==> src/rtl/msqrt_pkg.sv <==
// shared constants and types for the modular square root block
package msqrt_pkg;

    localparam int WIDTH_DEF = 32;
    localparam int NR_LIMIT  = 4096;
    localparam int IN_W      = 32;
    localparam int ROOT_W    = 32;
    localparam int STAT_W    = 2;

    // result status codes
    localparam logic [STAT_W-1:0] ST_OK      = 2'd0;
    localparam logic [STAT_W-1:0] ST_NONRES  = 2'd1;
    localparam logic [STAT_W-1:0] ST_BAD_MOD = 2'd2;

endpackage

==> src/rtl/msqrt_if.sv <==
// valid/ready channel interfaces for requests and results
interface msqrt_req_if;
    import msqrt_pkg::*;
    logic              valid;
    logic              ready;
    logic [IN_W-1:0]   modulus;
    logic [IN_W-1:0]   value;
    modport source (output valid, output modulus, output value, input ready);
    modport sink   (input valid, input modulus, input value, output ready);
endinterface

interface msqrt_res_if;
    import msqrt_pkg::*;
    logic                valid;
    logic                ready;
    logic [ROOT_W-1:0]   root;
    logic [STAT_W-1:0]   status;
    modport source (output valid, output root, output status, input ready);
    modport sink   (input valid, input root, input status, output ready);
endinterface

==> src/rtl/msqrt_mulmod.sv <==
// bit-serial modular multiplier: one double-and-add step per cycle
module msqrt_mulmod
    import msqrt_pkg::*;
#(
    parameter int WIDTH = WIDTH_DEF
) (
    input  logic             i_clk,
    input  logic             i_rst_n,
    input  logic             i_start,
    input  logic [WIDTH-1:0] i_a,
    input  logic [WIDTH-1:0] i_b,
    input  logic [WIDTH-1:0] i_m,
    output logic             o_done,
    output logic [WIDTH-1:0] o_prod
);

    logic             r_busy;
    logic [WIDTH-1:0] r_a, r_b, r_acc, r_m;
    logic [WIDTH-1:0] n_acc, n_a;

    // modular add of two operands below m
    function automatic logic [WIDTH-1:0] add_mod(input logic [WIDTH-1:0] x,
                                                 input logic [WIDTH-1:0] y,
                                                 input logic [WIDTH-1:0] m);
        logic [WIDTH-1:0] d;
        d = m - y;
        if (x >= d) return x - d;
        return x + y;
    endfunction

    // one step of the shift-add loop
    always_comb begin
        n_acc = r_b[0] ? add_mod(r_acc, r_a, r_m) : r_acc;
        n_a   = add_mod(r_a, r_a, r_m);
    end

    // operands are already reduced by the caller
    always_ff @(posedge i_clk) begin
        if (!i_rst_n) begin
            r_busy <= 1'b0;
            o_done <= 1'b0;
        end else begin
            o_done <= 1'b0;
            if (i_start) begin
                r_busy <= 1'b1;
                r_a    <= i_a;
                r_b    <= i_b;
                r_m    <= i_m;
                r_acc  <= '0;
            end else if (r_busy) begin
                if (r_b == '0) begin
                    r_busy <= 1'b0;
                    o_done <= 1'b1;
                end else begin
                    r_acc <= n_acc;
                    r_a   <= n_a;
                    r_b   <= r_b >> 1;
                end
            end
        end
    end

    assign o_prod = r_acc;

endmodule

==> src/rtl/modular_square_root.sv <==
// top level: Tonelli-Shanks modular square root sequencer
// One request at a time: ready is high only while the sequencer is idle. All
// arithmetic runs on one shared bit-serial modular multiplier, one product at a
// time. A request first reduces the value mod p bit by bit, then runs an Euler
// check, a non-residue search with one exponentiation per candidate (up to 4096
// candidates), three more exponentiations and a refinement loop of up to about
// s*s/2 squarings, where p-1 = q*2^s. A bad modulus is answered without the
// reduction and a zero value right after it. The result sits in an output
// register until taken, and the next request may be accepted while it waits;
// that request holds in its last step until the register is free.
module modular_square_root
    import msqrt_pkg::*;
#(
    parameter int WIDTH = WIDTH_DEF
) (
    input  logic        i_clk,
    input  logic        i_rst_n,
    msqrt_req_if.sink   i_req,
    msqrt_res_if.source o_res
);

    localparam int CW = $clog2(WIDTH + 1);
    localparam int ZW = $clog2(NR_LIMIT + 1);

    typedef enum logic [14:0] {
        S_IDLE   = 15'b000000000000001,
        S_RED    = 15'b000000000000010,
        S_CHK    = 15'b000000000000100,
        S_SPLIT  = 15'b000000000001000,
        S_ZTRY   = 15'b000000000010000,
        S_ZCHK   = 15'b000000000100000,
        S_PREP   = 15'b000000001000000,
        S_LOOP   = 15'b000000010000000,
        S_TSQ    = 15'b000000100000000,
        S_BSQ    = 15'b000001000000000,
        S_UPD    = 15'b000010000000000,
        S_FIN    = 15'b000100000000000,
        S_POW    = 15'b001000000000000,
        S_MUL    = 15'b010000000000000,
        S_OUT    = 15'b100000000000000
    } t_state;

    // which operation the shared unit serves after an exponentiation/product
    typedef enum logic [3:0] {
        P_EULER, P_ZEUL, P_C, P_R, P_A, P_TSQ, P_BSQ, P_UR, P_UC, P_UA, P_FIN
    } t_ret;

    t_state           r_st;
    t_ret             r_ret;
    logic [WIDTH-1:0] r_p, r_n, r_q, r_half, r_z, r_c, r_r, r_a, r_b, r_t;
    logic [WIDTH-1:0] r_base, r_exp, r_acc, r_rem;
    logic [CW-1:0]    r_s, r_m, r_i, r_k;
    logic [ZW-1:0]    r_zc;
    logic [WIDTH-1:0] r_rbit;
    logic [ROOT_W-1:0] r_root;
    logic [STAT_W-1:0] r_stat;
    logic [ROOT_W-1:0] r_out_root;
    logic [STAT_W-1:0] r_out_stat;
    logic             r_valid, r_pstep;

    logic             mm_start, mm_done;
    logic [WIDTH-1:0] mm_a, mm_b, mm_prod;
    logic [WIDTH-1:0] p_in, n_in, rem_sh;
    logic [WIDTH:0]   rem_try;
    logic             tsq_go, bsq_end;

    msqrt_mulmod #(.WIDTH(WIDTH)) u_mul (
        .i_clk(i_clk), .i_rst_n(i_rst_n), .i_start(mm_start),
        .i_a(mm_a), .i_b(mm_b), .i_m(r_p), .o_done(mm_done), .o_prod(mm_prod)
    );

    // inputs cut to the working width, and the restoring-reduction step
    always_comb begin
        p_in = WIDTH'(i_req.modulus);
        n_in = WIDTH'(i_req.value);
        rem_try = {r_rem, r_rbit[WIDTH-1]} ;
        rem_sh  = (rem_try >= {1'b0, r_p}) ? WIDTH'(rem_try - {1'b0, r_p})
                                            : WIDTH'(rem_try);
    end

    // loop tests of the refinement step
    assign tsq_go  = (r_i < r_m) && (r_t != WIDTH'(1));
    assign bsq_end = (r_k + r_i + CW'(1)) >= r_m;

    assign i_req.ready  = (r_st == S_IDLE);
    assign o_res.valid  = r_valid;
    assign o_res.root   = r_out_root;
    assign o_res.status = r_out_stat;

    // operand selection for the shared multiplier
    always_comb begin
        mm_start = 1'b0;
        mm_a = r_acc;
        mm_b = r_base;
        if (r_st == S_POW && r_exp != '0 && !r_pstep) begin
            mm_start = 1'b1;
            if (r_exp[0]) begin
                mm_a = r_acc; mm_b = r_base;
            end else begin
                mm_a = r_base; mm_b = r_base;
            end
        end else if (r_st == S_TSQ) begin
            mm_start = !r_pstep && tsq_go;
            mm_a = r_t; mm_b = r_t;
        end else if (r_st == S_BSQ) begin
            mm_start = !r_pstep && !bsq_end;
            mm_a = r_b; mm_b = r_b;
        end else if (r_st == S_MUL) begin
            mm_start = !r_pstep;
            mm_a = r_acc; mm_b = r_base;
        end
    end

    // output register, reloaded as soon as the previous result is taken
    always_ff @(posedge i_clk) begin
        if (!i_rst_n) begin
            r_valid <= 1'b0;
        end else if (r_st == S_OUT && (!r_valid || o_res.ready)) begin
            r_valid    <= 1'b1;
            r_out_root <= r_root;
            r_out_stat <= r_stat;
        end else if (o_res.ready) begin
            r_valid <= 1'b0;
        end
    end

    // main sequencer
    always_ff @(posedge i_clk) begin
        if (!i_rst_n) begin
            r_st    <= S_IDLE;
            r_pstep <= 1'b0;
        end else begin
            unique case (r_st)
                S_IDLE: begin
                    if (i_req.valid && i_req.ready) begin
                        r_p <= p_in;
                        r_rbit <= n_in;
                        r_rem <= '0;
                        r_i <= '0;
                        if (p_in < WIDTH'(3) || !p_in[0]) begin
                            r_root <= '0; r_stat <= ST_BAD_MOD; r_st <= S_OUT;
                        end else begin
                            r_st <= S_RED;
                        end
                    end
                end
                // restoring reduction of n mod p, one bit per cycle
                S_RED: begin
                    r_rem  <= rem_sh;
                    r_rbit <= r_rbit << 1;
                    r_i    <= r_i + 1'b1;
                    if (r_i == CW'(WIDTH - 1)) r_st <= S_CHK;
                end
                S_CHK: begin
                    r_n    <= r_rem;
                    r_half <= (r_p - 1'b1) >> 1;
                    if (r_rem == '0) begin
                        r_root <= '0; r_stat <= ST_OK; r_st <= S_OUT;
                    end else begin
                        r_base <= r_rem; r_exp <= (r_p - 1'b1) >> 1;
                        r_acc <= WIDTH'(1); r_pstep <= 1'b0;
                        r_ret <= P_EULER; r_st <= S_POW;
                        r_q <= r_p - 1'b1; r_s <= '0;
                    end
                end
                S_SPLIT: begin
                    if (!r_q[0]) begin
                        r_q <= r_q >> 1; r_s <= r_s + 1'b1;
                    end else begin
                        r_z <= '0; r_zc <= '0; r_st <= S_ZTRY;
                    end
                end
                S_ZTRY: begin
                    if (r_zc == ZW'(NR_LIMIT) || r_z >= r_p) begin
                        r_root <= '0; r_stat <= ST_NONRES; r_st <= S_OUT;
                    end else begin
                        r_base <= r_z; r_exp <= r_half; r_acc <= WIDTH'(1);
                        r_pstep <= 1'b0; r_ret <= P_ZEUL; r_st <= S_POW;
                    end
                end
                S_ZCHK: begin
                    if (r_acc == r_p - 1'b1) begin
                        r_base <= r_z; r_exp <= r_q; r_acc <= WIDTH'(1);
                        r_pstep <= 1'b0; r_ret <= P_C; r_st <= S_POW;
                    end else begin
                        r_z <= r_z + 1'b1; r_zc <= r_zc + 1'b1; r_st <= S_ZTRY;
                    end
                end
                S_PREP: begin
                    r_m <= r_s; r_st <= S_LOOP;
                end
                S_LOOP: begin
                    if (r_a == WIDTH'(1)) begin
                        r_acc <= r_r; r_base <= r_r; r_ret <= P_FIN; r_st <= S_MUL;
                    end else begin
                        r_t <= r_a; r_i <= '0; r_st <= S_TSQ; r_pstep <= 1'b0;
                    end
                end
                // find least i with a^(2^i) == 1
                S_TSQ: begin
                    if (!r_pstep) begin
                        if (r_i >= r_m) begin
                            r_root <= '0; r_stat <= ST_NONRES; r_st <= S_OUT;
                        end else if (r_t == WIDTH'(1)) begin
                            r_b <= r_c; r_k <= '0; r_st <= S_BSQ;
                        end else begin
                            r_pstep <= 1'b1;
                        end
                    end else if (mm_done) begin
                        r_t <= mm_prod; r_i <= r_i + 1'b1; r_pstep <= 1'b0;
                    end
                end
                S_BSQ: begin
                    if (!r_pstep) begin
                        if (bsq_end) begin
                            r_acc <= r_r; r_base <= r_b; r_ret <= P_UR; r_st <= S_MUL;
                        end else begin
                            r_pstep <= 1'b1;
                        end
                    end else if (mm_done) begin
                        r_b <= mm_prod; r_k <= r_k + 1'b1; r_pstep <= 1'b0;
                    end
                end
                S_UPD: begin
                    r_m <= r_i; r_st <= S_LOOP;
                end
                // products through the shared unit, one at a time; the update runs r, c and a in turn
                S_MUL: begin
                    if (!r_pstep) begin
                        r_pstep <= 1'b1;
                    end else if (mm_done) begin
                        r_pstep <= 1'b0;
                        case (r_ret)
                            P_UR: begin
                                r_r <= mm_prod; r_acc <= r_b; r_base <= r_b;
                                r_ret <= P_UC;
                            end
                            P_UC: begin
                                r_c <= mm_prod; r_acc <= r_a; r_base <= mm_prod;
                                r_ret <= P_UA;
                            end
                            P_UA: begin
                                r_a <= mm_prod; r_st <= S_UPD;
                            end
                            default: begin
                                r_st <= S_FIN; r_acc <= mm_prod;
                            end
                        endcase
                    end
                end
                S_FIN: begin
                    if (r_acc == r_n) begin
                        r_root <= ROOT_W'(r_r); r_stat <= ST_OK;
                    end else begin
                        r_root <= '0; r_stat <= ST_NONRES;
                    end
                    r_st <= S_OUT;
                end
                // square-and-multiply, one product at a time
                S_POW: begin
                    if (r_exp == '0) begin
                        case (r_ret)
                            P_EULER: begin
                                if (r_acc != WIDTH'(1)) begin
                                    r_root <= '0; r_stat <= ST_NONRES; r_st <= S_OUT;
                                end else begin
                                    r_st <= S_SPLIT;
                                end
                            end
                            P_ZEUL: r_st <= S_ZCHK;
                            P_C: begin
                                r_c <= r_acc; r_base <= r_n;
                                r_exp <= (r_q >> 1) + 1'b1;
                                r_acc <= WIDTH'(1); r_ret <= P_R;
                            end
                            P_R: begin
                                r_r <= r_acc; r_base <= r_n; r_exp <= r_q;
                                r_acc <= WIDTH'(1); r_ret <= P_A;
                            end
                            default: begin
                                r_a <= r_acc; r_st <= S_PREP;
                            end
                        endcase
                    end else if (!r_pstep) begin
                        r_pstep <= 1'b1;
                    end else if (mm_done) begin
                        if (r_exp[0]) begin
                            r_acc <= mm_prod;
                            r_exp[0] <= 1'b0;
                            r_pstep <= 1'b0;
                        end else begin
                            r_base <= mm_prod;
                            r_exp <= r_exp >> 1;
                            r_pstep <= 1'b0;
                        end
                    end
                end
                // hand over once the output register is free
                S_OUT: begin
                    if (!r_valid || o_res.ready) r_st <= S_IDLE;
                end
                default: r_st <= S_IDLE;
            endcase
        end
    end

endmodule

==> src/flat_wrapper.sv <==
// flat-port wrapper written by rule: the top's interface ports become plain ports
module modular_square_root_flat import msqrt_pkg::*;
#(
    parameter int WIDTH = WIDTH_DEF
)
  (i_clk, i_rst_n, i_req_valid, i_req_modulus, i_req_value, i_req_ready, o_res_valid, o_res_root, o_res_status, o_res_ready);
  msqrt_req_if i_req_i ();
  msqrt_res_if o_res_i ();
  input  logic i_clk;
  input  logic i_rst_n;
  input wire logic [$bits(i_req_i.valid)-1:0] i_req_valid;
  input wire logic [$bits(i_req_i.modulus)-1:0] i_req_modulus;
  input wire logic [$bits(i_req_i.value)-1:0] i_req_value;
  output wire logic [$bits(i_req_i.ready)-1:0] i_req_ready;
  output wire logic [$bits(o_res_i.valid)-1:0] o_res_valid;
  output wire logic [$bits(o_res_i.root)-1:0] o_res_root;
  output wire logic [$bits(o_res_i.status)-1:0] o_res_status;
  input wire logic [$bits(o_res_i.ready)-1:0] o_res_ready;
  assign i_req_i.valid = i_req_valid;
  assign i_req_i.modulus = i_req_modulus;
  assign i_req_i.value = i_req_value;
  assign i_req_ready = i_req_i.ready;
  assign o_res_valid = o_res_i.valid;
  assign o_res_root = o_res_i.root;
  assign o_res_status = o_res_i.status;
  assign o_res_i.ready = o_res_ready;
  modular_square_root #(.WIDTH(WIDTH)) u_core (.i_clk(i_clk), .i_rst_n(i_rst_n), .i_req(i_req_i), .o_res(o_res_i));
endmodule
==> config.mk <==
export PLATFORM = sky130hd
export DESIGN_NAME = modular_square_root_flat
export DESIGN_NICKNAME = d
export VERILOG_FILES = /design/src/rtl/msqrt_pkg.sv /design/src/rtl/msqrt_if.sv /design/src/rtl/msqrt_mulmod.sv /design/src/rtl/modular_square_root.sv /design/src/flat_wrapper.sv
export SDC_FILE = /design/constraint.sdc
export NUM_CORES = 2
export LEC_CHECK = 0
export ABC_CLOCK_PERIOD_IN_PS = 7750
export BUFFER_PORTS_ARGS = -buffer_cell sky130_fd_sc_hd__buf_2
export CORE_MARGIN = 2
export CORE_UTILIZATION = 42
export DETAILED_ROUTE_END_ITERATION = 8
export GPL_ROUTABILITY_DRIVEN = 0
export GPL_TIMING_DRIVEN = 0
export HOLD_SLACK_MARGIN = 0.06
export PLACE_DENSITY = 0.62
export SYNTH_ARGS = -nofsm -noshare
export SYNTH_HDL_FRONTEND = slang
export SYNTH_SLANG_ARGS = --single-unit
==> constraint.sdc <==
create_clock -name i_clk -period 7.75 [get_ports i_clk]
set_input_delay 0 -clock i_clk [delete_from_list [all_inputs] [get_ports i_clk]]
set_output_delay 0 -clock i_clk [all_outputs]
set_load 0.03 [all_outputs]
# Word level (Yosys, flattened, before mapping)
# Index checks and enable logic that the tools add are counted.
# Widths: inputs -> output; s select.
# totals
inputBits	68
out_inout_bits	36
regBits	735
wordCells	397
# op_classes
eq_ne	78
n_reduce_logical	64
n_bitwise	2
addsub	15
order_cmp	8
muxes	194
# ops
cell	count
$mux 32	89
$pmux 32 s2	11
$pmux 32 s7	2
$mux 15	16
$pmux 15 s14	1
$pmux 32 s6	1
$pmux 32 s4	1
$sub 32x32->32	4
$ge 32x32->1	3
$logic_not 32->1	3
$pmux 32 s3	1
$mux 6	11
$add 32x32->32	2
$eq 32x1->1 const B	2
$eq 32x32->1	2
$ne 32x1->1 const B	2
$ne 2x2->1 const B	29
$pmux 15 s3	1
$mux 13	3
$mux 4	9
$pmux 6 s2	3
$ge 33x32->1	1
$add 31x1->32 const B	1
$add 32x1->32 const B	1
other kinds (68)	162

# Logic depth before layout (Yosys ltp)
# logic_depth
depth_word	10
mapped_depth	26

# By module
# Synthesis repeated with hierarchy kept, for this count alone.
# unflattened
hier_cells	4419
area_unflattened_um2	45102.0
# by_module_without_submodules
mod	area_per_inst_um2	instances	cells_each
modular_square_root	32862.8	1	3098
msqrt_mulmod	12239.2	1	1321

# Worst setup path after synthesis
# No wires, ideal clock.
# synth_path
kind	flip-flop to flip-flop
from	register u_core.r_i[0]
to	register u_core.u_mul.r_acc[0], in the netlist u_core.u_mul.o_prod[0] (enable)
arrival_time_ns	6.835
period_less_slack_ns	7.225
stages_incl_launch_ff	17
setup_slack_ns	0.525
path_buffers	1
required_ns	7.359
path_cell_list	edfxtp_1 inv_1 ha_1 fa_1 inv_1 ha_1 a21o_1 a21oi_1 nor2b_1 o21ai_0 nand2b_1 a21oi_1 and2_1 o41ai_1 clkbuf_1 a21oi_1 o21a_1
# synth_via
elab_chain_len	10
# synth_lines
item	line	rtl
start, declared	modular_square_root.sv:52	logic [CW-1:0] r_s, r_m, r_i, r_k;
start signal, assigned	modular_square_root.sv:151	r_i <= r_i + 1'b1;
$add 6x6->6	modular_square_root.sv:83	assign bsq_end = (r_k + r_i + CW'(1)) >= r_m;
$add 6x1->6	modular_square_root.sv:83	
$ge 6x6->1	modular_square_root.sv:83	
$logic_not 1->1	modular_square_root.sv:106	mm_start = !r_pstep && !bsq_end;
$logic_and 1x1->1	modular_square_root.sv:106	
$mux 1	modular_square_root.sv:105	end else if (r_st == S_BSQ) begin
$mux 1 (*)	modular_square_root.sv:102	end else if (r_st == S_TSQ) begin
$mux 1 (*)	modular_square_root.sv:95	if (r_st == S_POW && r_exp != '0 && !r_pstep) begin
$ne 2x1->1 (no source line) or $reduce_bool 2->1 (tied branches)	--	
$reduce_and 4->1 (no source line) (*)	--	
end signal, assigned	msqrt_mulmod.sv:55	r_acc <= n_acc;
end, declared	msqrt_mulmod.sv:18	logic [WIDTH-1:0] r_a, r_b, r_acc, r_m;
# Every way passes the cells marked *; elsewhere a longest branch is shown, timed or not.
# A chain may end at the register's enable or synchronous reset.

# Worst setup path in the final report
# layout_path
from	register u_core.u_mul.r_a[0]
to	register u_core.u_mul.r_acc[23], in the netlist u_core.u_mul.o_prod[23], data pin
# layout_via
elab_chain_len	7
# layout_lines
item	line	rtl
start, declared	msqrt_mulmod.sv:18	
start signal, assigned	msqrt_mulmod.sv:46	r_a <= i_a;
start signal, assigned	msqrt_mulmod.sv:56	r_a <= n_a;
$sub 32x32->32	msqrt_mulmod.sv:26	d = m - y;
$sub 32x32->32 or $ge 32x32->1 (tied branches)	msqrt_mulmod.sv:27	if (x >= d) return x - d;
$mux 32 or $mux 1 (tied branches)	msqrt_mulmod.sv:27	
$mux 32 (*)	msqrt_mulmod.sv:28	return x + y;
$mux 32 (*)	msqrt_mulmod.sv:33	n_acc = r_b[0] ? add_mod(r_acc, r_a, r_m) : r_acc;
$mux 32 (*)	msqrt_mulmod.sv:51	if (r_b == '0) begin
$mux 32 (*)	msqrt_mulmod.sv:50	end else if (r_busy) begin
# Every way passes the cells marked *; elsewhere a longest branch is shown, timed or not. The select of a mux whose other input is x is not followed.

==> results.cfg <==
[outcome]
status = finished with violations
violations = capacitance limit, slew limit

[cells_and_area]
layout_common_cells = 716 x edfxtp_1, 631 x nand2_1, 376 x nor2_1
final-instance-count-excl-fill = 6056
fin_area_um2 = 50280
area_growth_pct = 15.61
nets = 4888
final_common_cell = edfxtp_1
final_layout_size_suffix_gt1_share_pct = 7.595
final_util_pct = 48.79

[sta]
finalHoldViolations = 0
post-route-min-period_ns = 7.367
clock_skew_ns = 0.03368
setup_viol_count_final = 0
rsz0062_at_grt = no
worst_slew_pin_slew_ns = 1.564
slew_headroom_pct = -5.223
period_share_pct = 95.06
fin_setup_tns_ns = 0
max_freq_ghz = 0.1357
drv_slew = 14

[worst_setup_path]
endpoint_kind = flip-flop
cp.required_ns = 8.16
start_kind = flip-flop
critical_path.cell_chain = ha_1 -> inv_1 -> fa_1 -> a211oi_1 -> o21ai_1 -> a31oi_1 -> o21ai_0 -> a221o_1 -> a21oi_1 -> xor2_1 -> ha_1 -> or3_1 -> o21ai_0 -> a21oi_1 -> a211oi_4 -> o41ai_1 -> maj3_1 -> a211o_1 -> a211o_1 -> a31oi_2 -> clkbuf_4 -> clkbuf_4 -> mux2i_1 -> nor2_1
crit_path_top_delay_cell = edfxtp_1
crit_type = reg -> reg
cp_max_fo = 10
max_stage_delay_ns = 0.50
cp.arrival_ns = 7.77

[routing]
wl_um = 167600
avgRoutedWirePerCell_um = 27.68
post_drt_via_cell_ratio = 6.213
drc = 0
drt_first_pass_iters = 8
drt_iter0_markers = 5429
via_count = 37630
ant_nets = 0

[synth]
yosys_warnings = 0
syn-num-nets = 4564
synthTopCellsByArea = edfxtp_1 49%, ha_1 5.9%, nand2_1 5.4%
syn_area_um2 = 43490
yosys.area.top_type = edfxtp_1
synth-seq-area-share_pct = 50.32
async_flop_share_pct = 0
synth-edff-count = 716
ys_ff_latch = 735
avgSynthCellArea_um2 = 10.15
syn_inst = 4286
ys_types = 88
synth_top_flop_cell = edfxtp_1
yosysTopAreaCellShare_pct = 49.44

[die]
fp.dieArea_um2 = 106100
die_x_um = 325.8
io_pins = 104
coreArea_um2 = 103100
die_h_um = 325.8
floorplan.initialDensity_pct = 42.20
num_rows = 118

[cts]
path_clk_slew_ns = 0.07
cts-root-buf = clkbuf_16
cts_buffers = 83
cts_tree = built
clock-sinks = 735
cts_buffer_depth = 3
h-tree-depth = 3
clock_latency_ns = 0.69
cts_setup_buffers = 0

[grt]
track_usage_pct = 30.82
grt_max_degree = 33
grt_pass1_wl_um = 240600
antenna_found_initial = 6
grt_overflow = 0
first_global_vias = 35910

[power_and_ir_drop]
power.share.clock_pct = 40.4
power_frac_seq_pct = 47.5
switching_share_pct = 26.78
p_int_mw = 7.197
powerDensity_nw_per_um2 = 195.5
pwr-share-comb_pct = 12.1
total_leakage_power_nw = 18.72
ir_drop_v = 0.0001770
p_sw_mw = 2.632
power.total_mw = 9.829

[run]
max-cap-violations = 2

[place]
postPlaceCellArea_um2 = 46630
dpl.hpwl_um = 128500
port_buffers = 103
dp_cells = 5809

[min_path]
hold_class = in -> reg
final cells by class:
type,count,area [µm²]
tap,1380,1727
multi-input combinational,3207,20530
antenna,2,5.005
sequential,735,21880
fill,9561,52780
timing repair buffer,239,2167
clock inverter,41,369.1
buffer,190,740.7
clock buffer,108,2275
inverter,154,578.1
cell usage after synthesis, drive strengths merged (27+ instances only):
cell / instances
o211ai: 34
nor2b: 29
ha: 204
mux2i: 37
edfxtp: 716
clkbuf: 173
nand2: 631
o21bai: 27
a221o: 60
nor2: 386
a222oi: 51
nand3: 134
xnor2: 194
a22oi: 77
a21o: 85
nand2b: 28
inv: 153
nor3: 61
nor4: 80
and2: 53
xor2: 100
a211oi: 38
nand4: 57
o21ai: 206
a21oi: 294
a22o: 34
cells by family after synthesis:
family | count (synthesis) | share of synthesized area [%]
flip-flops | 735 | 50.32
adder cells (fa/ha/maj) | 217 | 6.307
AO/OA/AOI/OAI | 1063 | 16.40
AND/OR/NAND/NOR | 1588 | 16.90
XOR/XNOR | 295 | 6.028
multiplexers | 44 | 1.033
buffers and inverters | 344 | 3.018
what timing repair did:
item | in CTS | in global routing
hold buffers | 96 | 0
endpoints found under the setup margin | 26 | 29
gates resized for setup | 1 | 6
endpoints found under the hold margin | 96 | 0
routing by layer:
metal	wire length, µm	up-vias	global-route usage [%]
li1	-	16650	-
met4	12430	2	19.28
met2	70610	2504	45.52
met1	63580	17930	39.51
met3	20970	533	9.305
met5	51	-	0
power by group through the flow:
stage	Combinational, mW	Sequential [mW]	Clock, mW
detailed placement	1.12	4.74	0
floorplan	0.763	4.67	0
global route	1.30	4.67	4.14
CTS	1.16	4.66	3.99
finish	1.19	4.67	3.97
global placement	1.06	4.76	0
path summary, 6_finish.rpt:
kind	cells past startpoint	startpoint	end	slack, ns
worst min-delay path	2	i_req_modulus[8]	u_core.r_p[8]	0.08
worst max-delay path	24	u_core.u_mul.r_a[0]	u_core.u_mul.o_prod[23]	0.38
worst max register to register	24	u_core.u_mul.r_a[0]	u_core.u_mul.o_prod[23]	0.38
worst min register to register	0	u_core.r_root[25]	u_core.o_res.root[25]	0.42
stage by stage:
| stage | worst slack (ns) | hold slack [ns] |
|---|---|---|
| global route | 0.04023 | 0.07612 |
| finish | 0.3826 | 0.08325 |
| floorplan | 0.5246 | 0.09887 |
| CTS | 0.03094 | 0.06070 |
| global placement | -3.771 | 0.1965 |
| detailed placement | -0.2287 | 0.1971 |
critical path: cells and delay by family, from the launching register on:
kind | cells | cell delay [ns]
adder cells (fa/ha/maj) | 4 | 1.45
flip-flops | 1 | 0.50
AO/OA/AOI/OAI | 13 | 3.49
AND/OR/NAND/NOR | 2 | 0.41
buffers and inverters | 3 | 0.72
XOR/XNOR | 1 | 0.28
multiplexers | 1 | 0.22
No activity file was read; power rests on OpenSTA's default activity.
